## config.mk

```make
export PLATFORM = sky130hd
export DESIGN_NAME = color_fraction_band_counter
export DESIGN_NICKNAME = d
export VERILOG_FILES = /design/src/design/cfbc_pkg.sv /design/src/design/cfbc_config.sv /design/src/design/cfbc_classify.sv /design/src/design/cfbc_band_count.sv /design/src/design/cfbc_result.sv /design/src/design/color_fraction_band_counter.sv
export SDC_FILE = /design/constraint.sdc
export NUM_CORES = 2
export LEC_CHECK = 0
export BUFFER_PORTS_ARGS = -buffer_cell sky130_fd_sc_hd__buf_2
export CORE_UTILIZATION = 28
export CTS_CLUSTER_DIAMETER = 120
export DETAILED_ROUTE_END_ITERATION = 7
export SYNTH_ARGS = -nofsm -noshare
export SYNTH_HDL_FRONTEND = slang
export SYNTH_SLANG_ARGS = --single-unit
```

## constraint.sdc

```tcl
create_clock -name i_clk -period 18.2 [get_ports i_clk]
set_input_delay 0.91 -clock i_clk [delete_from_list [all_inputs] [get_ports i_clk]]
set_output_delay 0.91 -clock i_clk [all_outputs]
set_load 0.05 [all_outputs]
```

## src/design/cfbc_pkg.sv

```systemverilog
package cfbc_pkg;

    localparam int MAX_WIDTH_DEF  = 4096;
    localparam int COUNT_BITS_DEF = 25;

    localparam int PIX_W      = 8;
    localparam int IMG_W      = 13;
    localparam int THR_W      = 9;
    localparam int MIN_W      = 25;
    localparam int FIELD_W    = 25;
    localparam int DOM_W      = 2;
    localparam int CFG_IDX_W  = 2;
    localparam int CFG_DATA_W = 25;
    localparam int BAND_W     = 2;

    localparam int IN_TDATA_W  = 24;
    localparam int OUT_TDATA_W = 208;

    localparam logic [CFG_IDX_W-1:0] CFG_IMAGE_WIDTH    = 2'd0;
    localparam logic [CFG_IDX_W-1:0] CFG_RED_THRESHOLD  = 2'd1;
    localparam logic [CFG_IDX_W-1:0] CFG_BLUE_THRESHOLD = 2'd2;
    localparam logic [CFG_IDX_W-1:0] CFG_MIN_DOMINANT   = 2'd3;

    localparam logic [IMG_W-1:0] IMAGE_WIDTH_RST = 13'd640;
    localparam logic [THR_W-1:0] THRESHOLD_RST   = 9'd179;
    localparam logic [MIN_W-1:0] MIN_DOMINANT_RST = 25'd500;

    localparam logic [BAND_W-1:0] BAND_LEFT   = 2'd0;
    localparam logic [BAND_W-1:0] BAND_MIDDLE = 2'd1;
    localparam logic [BAND_W-1:0] BAND_RIGHT  = 2'd2;

    localparam logic [DOM_W-1:0] DOM_NONE = 2'd0;
    localparam logic [DOM_W-1:0] DOM_RED  = 2'd1;
    localparam logic [DOM_W-1:0] DOM_BLUE = 2'd2;

    // ceil(2^21 / 3): exact floor division by three for any operand below 2^21
    localparam logic [19:0] DIV3_MAGIC = 20'd699051;
    localparam int          DIV3_SHIFT = 21;

    typedef struct packed {
        logic                valid;
        logic                red_hit;
        logic                blue_hit;
        logic [BAND_W-1:0]   band;
        logic                last;
    } t_pix_class;

    function automatic logic [17:0] div3(input logic [17:0] x);
        logic [38:0] prod;
        prod = 39'(x) * 39'(DIV3_MAGIC);
        return prod[DIV3_SHIFT+17:DIV3_SHIFT];
    endfunction

    function automatic logic [FIELD_W-1:0] fit_field(input logic [31:0] v);
        return v[FIELD_W-1:0];
    endfunction

endpackage

```

## src/design/cfbc_config.sv

```systemverilog
module cfbc_config #(
    parameter int MAX_WIDTH = cfbc_pkg::MAX_WIDTH_DEF,
    localparam int WB = $clog2(MAX_WIDTH + 1)
) (
    input  logic                             i_clk,
    input  logic                             i_rst_n,
    input  logic                             i_cfg_wr_en,
    input  logic [cfbc_pkg::CFG_IDX_W-1:0]   i_cfg_index,
    input  logic [cfbc_pkg::CFG_DATA_W-1:0]  i_cfg_wdata,
    output logic [WB-1:0]                    o_width,
    output logic [WB-1:0]                    o_bound1,
    output logic [WB-1:0]                    o_bound2,
    output logic [cfbc_pkg::THR_W-1:0]       o_red_thr,
    output logic [cfbc_pkg::THR_W-1:0]       o_blue_thr,
    output logic [cfbc_pkg::MIN_W-1:0]       o_min_count
);
    import cfbc_pkg::*;

    logic [IMG_W-1:0] r_image_width;
    logic [THR_W-1:0] r_red_thr;
    logic [THR_W-1:0] r_blue_thr;
    logic [MIN_W-1:0] r_min_count;
    logic [WB-1:0]    r_width;
    logic [WB-1:0]    r_bound1;
    logic [WB-1:0]    r_bound2;
    logic [31:0]      n_width;
    logic [17:0]      n_third;
    logic [17:0]      n_two_thirds;

    always_ff @(posedge i_clk) begin
        if (!i_rst_n) begin
            r_image_width <= IMAGE_WIDTH_RST;
            r_red_thr     <= THRESHOLD_RST;
            r_blue_thr    <= THRESHOLD_RST;
            r_min_count   <= MIN_DOMINANT_RST;
        end else if (i_cfg_wr_en) begin
            case (i_cfg_index)
                CFG_IMAGE_WIDTH:    r_image_width <= i_cfg_wdata[IMG_W-1:0];
                CFG_RED_THRESHOLD:  r_red_thr     <= i_cfg_wdata[THR_W-1:0];
                CFG_BLUE_THRESHOLD: r_blue_thr    <= i_cfg_wdata[THR_W-1:0];
                CFG_MIN_DOMINANT:   r_min_count   <= i_cfg_wdata[MIN_W-1:0];
                default: ;
            endcase
        end
    end

    // clamp the width to 1..MAX_WIDTH, then derive the band edges
    always_comb begin
        n_width = 32'(r_image_width);
        if (n_width == 32'd0) begin
            n_width = 32'd1;
        end else if (n_width > 32'(MAX_WIDTH)) begin
            n_width = 32'(MAX_WIDTH);
        end
        n_third      = div3(n_width[17:0]);
        n_two_thirds = div3({n_width[16:0], 1'b0});
    end

    always_ff @(posedge i_clk) begin
        r_width  <= n_width[WB-1:0];
        r_bound1 <= n_third[WB-1:0];
        r_bound2 <= n_two_thirds[WB-1:0];
    end

    assign o_width     = r_width;
    assign o_bound1    = r_bound1;
    assign o_bound2    = r_bound2;
    assign o_red_thr   = r_red_thr;
    assign o_blue_thr  = r_blue_thr;
    assign o_min_count = r_min_count;

endmodule

```

## src/design/cfbc_classify.sv

```systemverilog
module cfbc_classify #(
    parameter int MAX_WIDTH = cfbc_pkg::MAX_WIDTH_DEF,
    localparam int WB = $clog2(MAX_WIDTH + 1),
    localparam int CB = $clog2(MAX_WIDTH)
) (
    input  logic                         i_clk,
    input  logic                         i_rst_n,
    input  logic                         i_adv,
    input  logic                         i_valid,
    input  logic [cfbc_pkg::PIX_W-1:0]   i_red,
    input  logic [cfbc_pkg::PIX_W-1:0]   i_green,
    input  logic [cfbc_pkg::PIX_W-1:0]   i_blue,
    input  logic                         i_last,
    input  logic [WB-1:0]                i_width,
    input  logic [WB-1:0]                i_bound1,
    input  logic [WB-1:0]                i_bound2,
    input  logic [cfbc_pkg::THR_W-1:0]   i_red_thr,
    input  logic [cfbc_pkg::THR_W-1:0]   i_blue_thr,
    output cfbc_pkg::t_pix_class         o_pix
);
    import cfbc_pkg::*;

    logic             r_in_valid;
    logic [PIX_W-1:0] r_red;
    logic [PIX_W-1:0] r_green;
    logic [PIX_W-1:0] r_blue;
    logic             r_last;
    logic [CB-1:0]    r_col;
    t_pix_class       r_pix;

    logic [9:0]       sum;
    logic [18:0]      red_scaled;
    logic [18:0]      blue_scaled;
    logic [18:0]      red_limit;
    logic [18:0]      blue_limit;
    logic [WB-1:0]    col_ext;
    logic [WB-1:0]    col_inc;
    t_pix_class       n_pix;
    logic [CB-1:0]    n_col;

    // input word register
    always_ff @(posedge i_clk) begin
        if (!i_rst_n) begin
            r_in_valid <= 1'b0;
        end else if (i_adv) begin
            r_in_valid <= i_valid;
        end
    end

    always_ff @(posedge i_clk) begin
        if (i_adv && i_valid) begin
            r_red   <= i_red;
            r_green <= i_green;
            r_blue  <= i_blue;
            r_last  <= i_last;
        end
    end

    always_comb begin
        sum         = 10'(r_red) + 10'(r_green) + 10'(r_blue);
        red_scaled  = 19'({r_red, 8'h00});
        blue_scaled = 19'({r_blue, 8'h00});
        red_limit   = 19'(i_red_thr) * 19'(sum);
        blue_limit  = 19'(i_blue_thr) * 19'(sum);
        col_ext     = WB'(r_col);
        col_inc     = col_ext + WB'(1);

        n_pix.valid    = r_in_valid;
        n_pix.last     = r_last;
        n_pix.red_hit  = red_scaled > red_limit;
        n_pix.blue_hit = !n_pix.red_hit && (blue_scaled > blue_limit);
        if (col_ext < i_bound1) begin
            n_pix.band = BAND_LEFT;
        end else if (col_ext < i_bound2) begin
            n_pix.band = BAND_MIDDLE;
        end else begin
            n_pix.band = BAND_RIGHT;
        end

        // wrap at the row end, restart on the frame's last word
        if (r_last || col_inc >= i_width) begin
            n_col = '0;
        end else begin
            n_col = col_inc[CB-1:0];
        end
    end

    always_ff @(posedge i_clk) begin
        if (!i_rst_n) begin
            r_col       <= '0;
            r_pix.valid <= 1'b0;
        end else if (i_adv) begin
            r_pix.valid <= n_pix.valid;
            if (r_in_valid) begin
                r_col <= n_col;
            end
        end
    end

    always_ff @(posedge i_clk) begin
        if (i_adv) begin
            r_pix.red_hit  <= n_pix.red_hit;
            r_pix.blue_hit <= n_pix.blue_hit;
            r_pix.band     <= n_pix.band;
            r_pix.last     <= n_pix.last;
        end
    end

    assign o_pix = r_pix;

endmodule

```

## src/design/cfbc_band_count.sv

```systemverilog
module cfbc_band_count #(
    parameter int COUNT_BITS = cfbc_pkg::COUNT_BITS_DEF
) (
    input  logic                   i_clk,
    input  logic                   i_rst_n,
    input  logic                   i_adv,
    input  cfbc_pkg::t_pix_class   i_pix,
    output logic                   o_snap_valid,
    output logic [COUNT_BITS-1:0]  o_red_snap [3],
    output logic [COUNT_BITS-1:0]  o_blue_snap [3]
);
    import cfbc_pkg::*;

    logic [COUNT_BITS-1:0] r_red_cnt  [3];
    logic [COUNT_BITS-1:0] r_blue_cnt [3];
    logic [COUNT_BITS-1:0] r_red_snap [3];
    logic [COUNT_BITS-1:0] r_blue_snap [3];
    logic                  r_snap_valid;
    logic [COUNT_BITS-1:0] n_red_cnt  [3];
    logic [COUNT_BITS-1:0] n_blue_cnt [3];

    // saturating increment of the counter that the word's class and band select
    always_comb begin
        for (int i = 0; i < 3; i++) begin
            n_red_cnt[i]  = r_red_cnt[i];
            n_blue_cnt[i] = r_blue_cnt[i];
            if (i_pix.band == BAND_W'(i)) begin
                if (i_pix.red_hit && (r_red_cnt[i] != '1)) begin
                    n_red_cnt[i] = r_red_cnt[i] + COUNT_BITS'(1);
                end
                if (i_pix.blue_hit && (r_blue_cnt[i] != '1)) begin
                    n_blue_cnt[i] = r_blue_cnt[i] + COUNT_BITS'(1);
                end
            end
        end
    end

    always_ff @(posedge i_clk) begin
        if (!i_rst_n) begin
            for (int i = 0; i < 3; i++) begin
                r_red_cnt[i]  <= '0;
                r_blue_cnt[i] <= '0;
            end
            r_snap_valid <= 1'b0;
        end else if (i_adv) begin
            r_snap_valid <= i_pix.valid && i_pix.last;
            if (i_pix.valid) begin
                for (int i = 0; i < 3; i++) begin
                    r_red_cnt[i]  <= i_pix.last ? '0 : n_red_cnt[i];
                    r_blue_cnt[i] <= i_pix.last ? '0 : n_blue_cnt[i];
                end
            end
        end
    end

    always_ff @(posedge i_clk) begin
        if (i_adv && i_pix.valid && i_pix.last) begin
            for (int i = 0; i < 3; i++) begin
                r_red_snap[i]  <= n_red_cnt[i];
                r_blue_snap[i] <= n_blue_cnt[i];
            end
        end
    end

    assign o_snap_valid = r_snap_valid;
    assign o_red_snap   = r_red_snap;
    assign o_blue_snap  = r_blue_snap;

endmodule

```

## src/design/cfbc_result.sv

```systemverilog
module cfbc_result #(
    parameter int COUNT_BITS = cfbc_pkg::COUNT_BITS_DEF
) (
    input  logic                              i_clk,
    input  logic                              i_rst_n,
    input  logic                              i_snap_valid,
    input  logic [COUNT_BITS-1:0]             i_red_snap [3],
    input  logic [COUNT_BITS-1:0]             i_blue_snap [3],
    input  logic [cfbc_pkg::MIN_W-1:0]        i_min_count,
    input  logic                              i_m_axis_tready,
    output logic                              o_adv,
    output logic                              o_m_axis_tvalid,
    output logic [cfbc_pkg::OUT_TDATA_W-1:0]  o_m_axis_tdata
);
    import cfbc_pkg::*;

    localparam int SUM_W = COUNT_BITS + 2;

    logic                  r_out_valid;
    logic [FIELD_W-1:0]    r_red_field  [3];
    logic [FIELD_W-1:0]    r_blue_field [3];
    logic [FIELD_W-1:0]    r_red_total;
    logic [FIELD_W-1:0]    r_blue_total;
    logic [DOM_W-1:0]      r_dom [3];

    logic                  adv;
    logic [SUM_W-1:0]      red_sum;
    logic [SUM_W-1:0]      blue_sum;
    logic [COUNT_BITS-1:0] red_sat;
    logic [COUNT_BITS-1:0] blue_sat;
    logic [COUNT_BITS-1:0] best  [3];
    logic [DOM_W-1:0]      code  [3];
    logic [DOM_W-1:0]      n_dom [3];

    // hold the pipe only while a finished frame waits behind an untaken word
    assign adv = !(i_snap_valid && r_out_valid && !i_m_axis_tready);

    always_comb begin
        red_sum  = SUM_W'(i_red_snap[0]) + SUM_W'(i_red_snap[1]) + SUM_W'(i_red_snap[2]);
        blue_sum = SUM_W'(i_blue_snap[0]) + SUM_W'(i_blue_snap[1])
                 + SUM_W'(i_blue_snap[2]);
        red_sat  = (red_sum[SUM_W-1:COUNT_BITS] != 2'b00) ? '1 : red_sum[COUNT_BITS-1:0];
        blue_sat = (blue_sum[SUM_W-1:COUNT_BITS] != 2'b00) ? '1 : blue_sum[COUNT_BITS-1:0];

        // red wins ties; an empty band gives no class
        for (int i = 0; i < 3; i++) begin
            if (i_blue_snap[i] > i_red_snap[i]) begin
                best[i] = i_blue_snap[i];
                code[i] = DOM_BLUE;
            end else begin
                best[i] = i_red_snap[i];
                code[i] = (i_red_snap[i] != '0) ? DOM_RED : DOM_NONE;
            end
            n_dom[i] = (32'(best[i]) > 32'(i_min_count)) ? code[i] : DOM_NONE;
        end
    end

    always_ff @(posedge i_clk) begin
        if (!i_rst_n) begin
            r_out_valid <= 1'b0;
        end else if (i_snap_valid && adv) begin
            r_out_valid <= 1'b1;
        end else if (i_m_axis_tready) begin
            r_out_valid <= 1'b0;
        end
    end

    always_ff @(posedge i_clk) begin
        if (i_snap_valid && adv) begin
            for (int i = 0; i < 3; i++) begin
                r_red_field[i]  <= fit_field(32'(i_red_snap[i]));
                r_blue_field[i] <= fit_field(32'(i_blue_snap[i]));
                r_dom[i]        <= n_dom[i];
            end
            r_red_total  <= fit_field(32'(red_sat));
            r_blue_total <= fit_field(32'(blue_sat));
        end
    end

    assign o_adv           = adv;
    assign o_m_axis_tvalid = r_out_valid;
    assign o_m_axis_tdata  = {2'b00, r_dom[2], r_dom[1], r_dom[0],
                              r_blue_total, r_red_total,
                              r_blue_field[2], r_blue_field[1], r_blue_field[0],
                              r_red_field[2], r_red_field[1], r_red_field[0]};

endmodule

```

## src/design/color_fraction_band_counter.sv

```systemverilog
// Channel   Dir  Signals                                   Moves
// s_axis    in   i_s_axis_tvalid/o_s_axis_tready/tdata/tlast one pixel word
// m_axis    out  o_m_axis_tvalid/i_m_axis_tready/tdata     one frame result word
// cfg       in   i_cfg_wr_en/i_cfg_index/i_cfg_wdata       register write
//
// One pixel word is taken every cycle while the input is not stalled; a word
// passes an input register, a classify stage, the band counters and the result
// register on the way to its frame's result word.
// Reset (synchronous, low) clears the column, the counters and all valids.
// The input stalls only while a finished frame waits behind an untaken result.
module color_fraction_band_counter #(
    parameter int MAX_WIDTH  = cfbc_pkg::MAX_WIDTH_DEF,
    parameter int COUNT_BITS = cfbc_pkg::COUNT_BITS_DEF
) (
    input  logic                              i_clk,
    input  logic                              i_rst_n,
    input  logic                              i_s_axis_tvalid,
    output logic                              o_s_axis_tready,
    // red [7:0], green [15:8], blue [23:16]
    input  logic [cfbc_pkg::IN_TDATA_W-1:0]   i_s_axis_tdata,
    input  logic                              i_s_axis_tlast,
    output logic                              o_m_axis_tvalid,
    input  logic                              i_m_axis_tready,
    // red_left, red_middle, red_right, blue_left, blue_middle, blue_right,
    // red_total, blue_total (25 bits each), dominant_left, dominant_middle,
    // dominant_right (2 bits each), zero pad
    output logic [cfbc_pkg::OUT_TDATA_W-1:0]  o_m_axis_tdata,
    input  logic                              i_cfg_wr_en,
    input  logic [cfbc_pkg::CFG_IDX_W-1:0]    i_cfg_index,
    input  logic [cfbc_pkg::CFG_DATA_W-1:0]   i_cfg_wdata
);
    import cfbc_pkg::*;

    localparam int WB = $clog2(MAX_WIDTH + 1);

    logic [WB-1:0]         width;
    logic [WB-1:0]         bound1;
    logic [WB-1:0]         bound2;
    logic [THR_W-1:0]      red_thr;
    logic [THR_W-1:0]      blue_thr;
    logic [MIN_W-1:0]      min_count;
    logic                  adv;
    t_pix_class            pix;
    logic                  snap_valid;
    logic [COUNT_BITS-1:0] red_snap  [3];
    logic [COUNT_BITS-1:0] blue_snap [3];

    cfbc_config #(
        .MAX_WIDTH (MAX_WIDTH)
    ) u_config (
        .i_clk       (i_clk),
        .i_rst_n     (i_rst_n),
        .i_cfg_wr_en (i_cfg_wr_en),
        .i_cfg_index (i_cfg_index),
        .i_cfg_wdata (i_cfg_wdata),
        .o_width     (width),
        .o_bound1    (bound1),
        .o_bound2    (bound2),
        .o_red_thr   (red_thr),
        .o_blue_thr  (blue_thr),
        .o_min_count (min_count)
    );

    cfbc_classify #(
        .MAX_WIDTH (MAX_WIDTH)
    ) u_classify (
        .i_clk      (i_clk),
        .i_rst_n    (i_rst_n),
        .i_adv      (adv),
        .i_valid    (i_s_axis_tvalid),
        .i_red      (i_s_axis_tdata[PIX_W-1:0]),
        .i_green    (i_s_axis_tdata[2*PIX_W-1:PIX_W]),
        .i_blue     (i_s_axis_tdata[3*PIX_W-1:2*PIX_W]),
        .i_last     (i_s_axis_tlast),
        .i_width    (width),
        .i_bound1   (bound1),
        .i_bound2   (bound2),
        .i_red_thr  (red_thr),
        .i_blue_thr (blue_thr),
        .o_pix      (pix)
    );

    cfbc_band_count #(
        .COUNT_BITS (COUNT_BITS)
    ) u_band_count (
        .i_clk        (i_clk),
        .i_rst_n      (i_rst_n),
        .i_adv        (adv),
        .i_pix        (pix),
        .o_snap_valid (snap_valid),
        .o_red_snap   (red_snap),
        .o_blue_snap  (blue_snap)
    );

    cfbc_result #(
        .COUNT_BITS (COUNT_BITS)
    ) u_result (
        .i_clk           (i_clk),
        .i_rst_n         (i_rst_n),
        .i_snap_valid    (snap_valid),
        .i_red_snap      (red_snap),
        .i_blue_snap     (blue_snap),
        .i_min_count     (min_count),
        .i_m_axis_tready (i_m_axis_tready),
        .o_adv           (adv),
        .o_m_axis_tvalid (o_m_axis_tvalid),
        .o_m_axis_tdata  (o_m_axis_tdata)
    );

    assign o_s_axis_tready = adv;

endmodule

```

== Yosys cells after proc, flatten, opt, wreduce, memory -nomap -nowiden ==
Memories as Yosys holds them, arrays and structs flattened.
Cells that the tools add are included.
Word-level totals
  bits in writable memories: 306
  bits in registers: 341
  output and inout port bits: 210
  input port bits: 57
  memories kept: 5
  logic and storage cells: 161
Operators by class
  order comparisons: 12
  equal/unequal tests: 11
  multipliers: 4
  reductions and logical operators: 32
  add/subtract/negate cells: 13
  multiplexer cells: 49
  bitwise operators: 7
Memories
  u_band_count.r_blue_cnt: depth 3, width 25, rd ports 3, clocked after memory_dff 0, write ports 3, RTL line cfbc_band_count.sv:15  | logic [COUNT_BITS-1:0] r_blue_cnt [3];
  u_band_count.r_red_cnt: depth 3, width 25, rd ports 3, clocked after memory_dff 0, write ports 3, RTL line cfbc_band_count.sv:14  | logic [COUNT_BITS-1:0] r_red_cnt [3];
  u_result.r_blue_field: depth 3, width 25, rd ports 3, clocked after memory_dff 0, write ports 3, RTL line cfbc_result.sv:21  | logic [FIELD_W-1:0] r_blue_field [3];
  u_result.r_red_field: depth 3, width 25, rd ports 3, clocked after memory_dff 0, write ports 3, RTL line cfbc_result.sv:20  | logic [FIELD_W-1:0] r_red_field [3];
  u_result.r_dom: depth 3, width 2, rd ports 3, clocked after memory_dff 0, write ports 3, RTL line cfbc_result.sv:24  | logic [DOM_W-1:0] r_dom [3];
Operators with widths (count)
  $mux W25: 27
  $add A25 B1 Y25 const B: 6
  $gt A25 B25 Y1: 6
  $ne A25 B25 Y1 const B: 6
  $reduce_bool A25 Y1: 3
  $add A27 B25 Y27: 2
  $add A25 B25 Y26: 2
  $gt A16 B19 Y1: 2
  $mul A9 B10 Y19: 2
  $mul A18 B20 Y34 const B: 1
  $mul A17 B20 Y33 const B: 1
  $lt A12 B13 Y1: 2
  $mux W18: 1
  $logic_and A1 B1 Y1: 14
  $mux W2: 7
  $add A12 B1 Y13 const B: 1
  $ge A13 B13 Y1: 1
  $gt A13 B13 Y1 const B: 1
  $logic_not A13 Y1: 1
  $mux W13: 1
  $mux W1: 12
  $mux W12: 1
  $add A10 B8 Y10: 1
  $reduce_and A2 Y1: 5
  other kinds (9): 22

== Logic depth before layout (Yosys ltp) ==
An unclocked memory read counts as a cell.
  word-level depth: 7
  depth in mapped cells: 42
  mapped depth without buffers: 41

== By module ==
A second synthesis with hierarchy kept.
Unflattened totals
  cells, all modules: 4142
  area total of the unflattened synthesis: 44697.9 sq um
By module, submodules not included
  cfbc_band_count: area an instance 14824.2 sq um, cells each 1190, seq. area each 9028.7 sq um, times used 1
  cfbc_result: area an instance 14702.9 sq um, cells each 1252, seq. area each 6206.0 sq um, times used 1
  cfbc_classify: area an instance 9163.8 sq um, cells each 1034, seq. area each 1181.1 sq um, times used 1
  cfbc_config: area an instance 6007.0 sq um, cells each 666, seq. area each 1661.6 sq um, times used 1

== Worst setup path after synthesis ==
No wires, ideal clock.
  path type: input port to flip-flop
  start point: input i_m_axis_tready
  end point: memory u_result.r_blue_field[0][0] (enable)
  data required time: 17.400 ns
  stages: 2
  arrival time: 10.071 ns
  slack: 7.329 ns
  path through: nor2b_1 -> nor2b_1
RTL lines
  from (decl): RTL line color_fraction_band_counter.sv:23  | input logic i_m_axis_tready,
  to (decl): RTL line cfbc_result.sv:21

==> flow_summary.ini <==
[cts]
ctsResizeCount = 0
cts.clk_slew.worst_paths_ns = 0.06
post-cts-setup-buffer-count = 0
insertion_delay_ns = 0.67
ctsHoldBuffers = 0
max-clock-path-buffers = 3
cts_max_level = 3
clock-sinks = 647
clock_tree_from_tritoncts = built
clockRootBuffer = clkbuf_16
cts-buffers-inserted = 68

[cells_and_area]
stdcell_count = 6891
area_grow_syn2layout_pct = 13.63
nets = 5510
drive_above_1_share = 0.1103
area.sequential_um2 = 18320
multiInputGateArea_um2 = 26340
n_fill_cell = 16720

[die]
die_x_um = 411.4
initial_utilization = 0.2832
die_area_um2 = 169300
placement_rows = 149
core_area_um2 = 165700
floorplan.io_pins = 267
die_height_um = 411.4

[timing]
hold_violations = 0
fmaxAchievable_ghz = 0.1128
fin_crit_sh = 0.4872
worst_rel_slew_slack = 0.2410
setup_viol = 0
final_slew_violations = 0
finalClockSkew_ns = 0.03388
worstMarginPinSlew_ns = 1.139
rsz0062_at_grt = no
tns_ns = 0
period_minus_slack_ns = 8.866

[route]
drt-vias-per-instance = 4.862
drt_first_pass_iters = 5
wire_length_per_cell_after_detailed_routing_um = 20.22
wl_um = 139300
dr.first_iter.drc_count = 2478
routed-via-count = 33510
remaining_drc_errors = 0
detail-route-antenna-nets = 0

[logic_synthesis]
adder_cell_area_share_of_the_yosys_netlist = 0.2539
ys_ff_latch = 647
synth_simple_gate_area_share = 0.1378
synthArstFlopShare = 0
synthesis.yosys.warnings = 0
synth_ff_type = edfxtp_1
synth_top_family_by_area = adder cells
yosysSeqAreaShare = 0.3902
postSynthCellCount = 4361
synth_mux_area_frac = 0.01996
netlist-cell-type-count = 85
mappedNetlistArea_um2 = 46940
post_synth_xor_area_fraction = 0.05187
syn_avg_cell_area_um2 = 10.76
synth-edff-count = 536
fraction_of_the_mapped_netlist_area_in_compound_gates = 0.09588

[worst_setup_path]
crit_path_max_incr_delay_ns = 0.88
critical_path.max_fanout = 18
critical-path-top-cell-by-count = fa_1
critical_path.startpoint_type = flop
cp.required_ns = 18.57
timing.critical_path.slowest_stage_cell = a2111oi_1
critical_path.endpoint_type = flop
reg_to_reg_slack_setup_ns = 9.33
worst_ep_arrival_time_ns = 9.23
ws_path_type = reg2reg

[power]
switching_share = 0.4400
max-vdd-ir-drop_uv = 363.2
power_frac_seq = 0.200
p_sw_mw = 3.858
power_frac_clock = 0.167
cellPowerDensity_nw_per_um2 = 164.4
cell_internal_pwr_mw = 4.909
comb_power_share = 0.633
p_leak_nw = 22.94

[grt]
antenna_found_initial = 9
globalRoute.totalOverflow = 0
vias_in_the_first_global_route = 32920
grtUsageTotal = 0.1628
grt_pass1_wl_um = 207600
pin_count_of_the_biggest_net_entering_global_routing = 85

[placement]
numPlacedInstances = 6760
finalWeightedCongestion = 0.9238
buffers_added_on_ports = 264
place_hpwl_um = 108700

[run_status]
outcome = complete, no violations

[worst_hold_path]
type_of_the_most_critical_hold_path = in2reg

[run]
drv_cap = 0
==> state kept, by name (all words and copies together), names as in the netlist, 12 cells and up <==
name                      cells
u_result.r_red_field         75
u_band_count.o_blue_snap     75
u_result.r_blue_field        75
u_classify.r_col             12
u_config.o_bound1            13
u_band_count.r_red_cnt       75
u_band_count.r_blue_cnt      75
u_config.o_bound2            13
u_config.o_min_count         25
u_result.r_red_total         25
u_result.r_blue_total        25
u_config.o_width             13
u_band_count.o_red_snap      75
u_config.r_image_width       13
==> Yosys cell counts (all sizes together) (111+ instances only) <==
master  instances  area [µm²]
and2          128       800.8
nand2         337        1265
inv           537        2016
edfxtp        536       16100
ha            578        7232
a21o          121       908.4
dfxtp         111        2222
xnor2         166        1454
xor2          112       980.9
nor2b         199        1245
fa            234        4684
nor2          165       619.3
a21oi         162       822.0
==> logic make-up (layout without fill, tap and decap cells) <==
family	after synthesis	count (layout)
simple gates	1244	1244
fa+ha+maj	812	812
compound gates	672	672
flops	647	647
buf+inv	623	956
xor+xnor	278	278
mux	84	84
other cells	1	9
==> per-layer routing <==
| layer | global-route usage | part of all wire | vias up |
|---|---|---|---|
| li1 | - | - | 15810 |
| met4 | 0.05384 | 0.033 | 4 |
| met3 | 0.03089 | 0.068 | 219 |
| met1 | 0.2267 | 0.45 | 16420 |
| met2 | 0.2521 | 0.45 | 1059 |
| met5 | 0 | 0.00017 | - |
==> stage by stage <==
| stage | setup slack [ns] | total power [mW] | cell area [µm²] | utilization | hold WS, ns |
|---|---|---|---|---|---|
| 2_1_floorplan | 7.329 | 6.014 | 46950 | - | 0.4198 |
| 3_3_place_gp | 9.539 | 7.284 | 50970 | 0.3075 | 0.4527 |
| 3_5_place_dp | 9.390 | 7.336 | 50970 | 0.3075 | 0.4584 |
| 4_1_cts | 9.362 | 8.866 | 53320 | 0.3217 | 0.3758 |
| 5_1_grt | 8.588 | 9.689 | 53330 | 0.3218 | 0.3975 |
| 6_report | 9.334 | 8.767 | 53340 | 0.3218 | 0.4266 |
==> area by class of cell <==
type | instances | area share
multi-input combinational | 3093 | 0.4939
sequential | 647 | 0.3434
tap | 2189 | 0.05135
inverter | 537 | 0.03788
clock buffer | 78 | 0.03378
timing repair buffer | 294 | 0.02899
clock inverter | 47 | 0.01041
antenna | 6 | 0.0002815
==> cell usage in the layout, fill, tap and decap left out, types with 10 or more instances in the layout <==
cell type	instances
nand2_1	336
nor2_1	164
o21bai_1	27
and4_1	23
clkbuf_16	70
edfxtp_1	536
a21o_1	121
and2_1	128
a211o_1	11
or2_2	10
a21boi_0	46
xor2_1	112
dfxtp_1	111
a31oi_1	26
buf_2	264
a211oi_1	22
o211ai_1	24
nor3_1	46
fa_1	234
mux2_2	75
nor4_1	32
nor2b_1	198
nand3_1	106
and3_1	31
buf_4	30
o21a_1	41
a21oi_1	158
xnor2_1	161
o21ai_0	100
nand2b_1	45
inv_1	535
or3_1	16
nand4_1	72
ha_1	578
clkinv_1	12
==> final timing paths <==
path | from | endpoint | cells past startpoint
max reg2reg | u_classify.r_red[0]$_DFFE_PP_ | u_classify.o_pix[3]$_DFFE_PN_ | 33
min | i_s_axis_tdata[19] | u_classify.r_blue[3]$_DFFE_PP_ | 1
min reg2reg | u_config.o_min_count[20]$_SDFFE_PN0P_ | u_config.o_min_count[20]$_SDFFE_PN0P_ | 2
max | u_classify.r_red[0]$_DFFE_PP_ | u_classify.o_pix[3]$_DFFE_PN_ | 33
==> power groups by stage <==
stage / clock, mW / sequential, mW / combinational, mW
after floorplan: 0 / 1.77 / 4.25
final: 1.47 / 1.75 / 5.55
after global routing: 1.55 / 1.76 / 6.38
after CTS: 1.50 / 1.75 / 5.62
after global placement: 0 / 1.78 / 5.50
after detailed placement: 0 / 1.78 / 5.56
==> critical path: cells and delay by family (launching register included) <==
kind                       cells  cell delay [ns]
AOI/OAI and AO/OA             13             3.33
xor gates and xnor gates       1             0.15
adders and majority gates      9             3.51
buffers and inverters          4             0.28
DFF                            1             0.39
and+or+nand+nor                6             0.92
No activity file was read; power rests on OpenSTA's default activity.
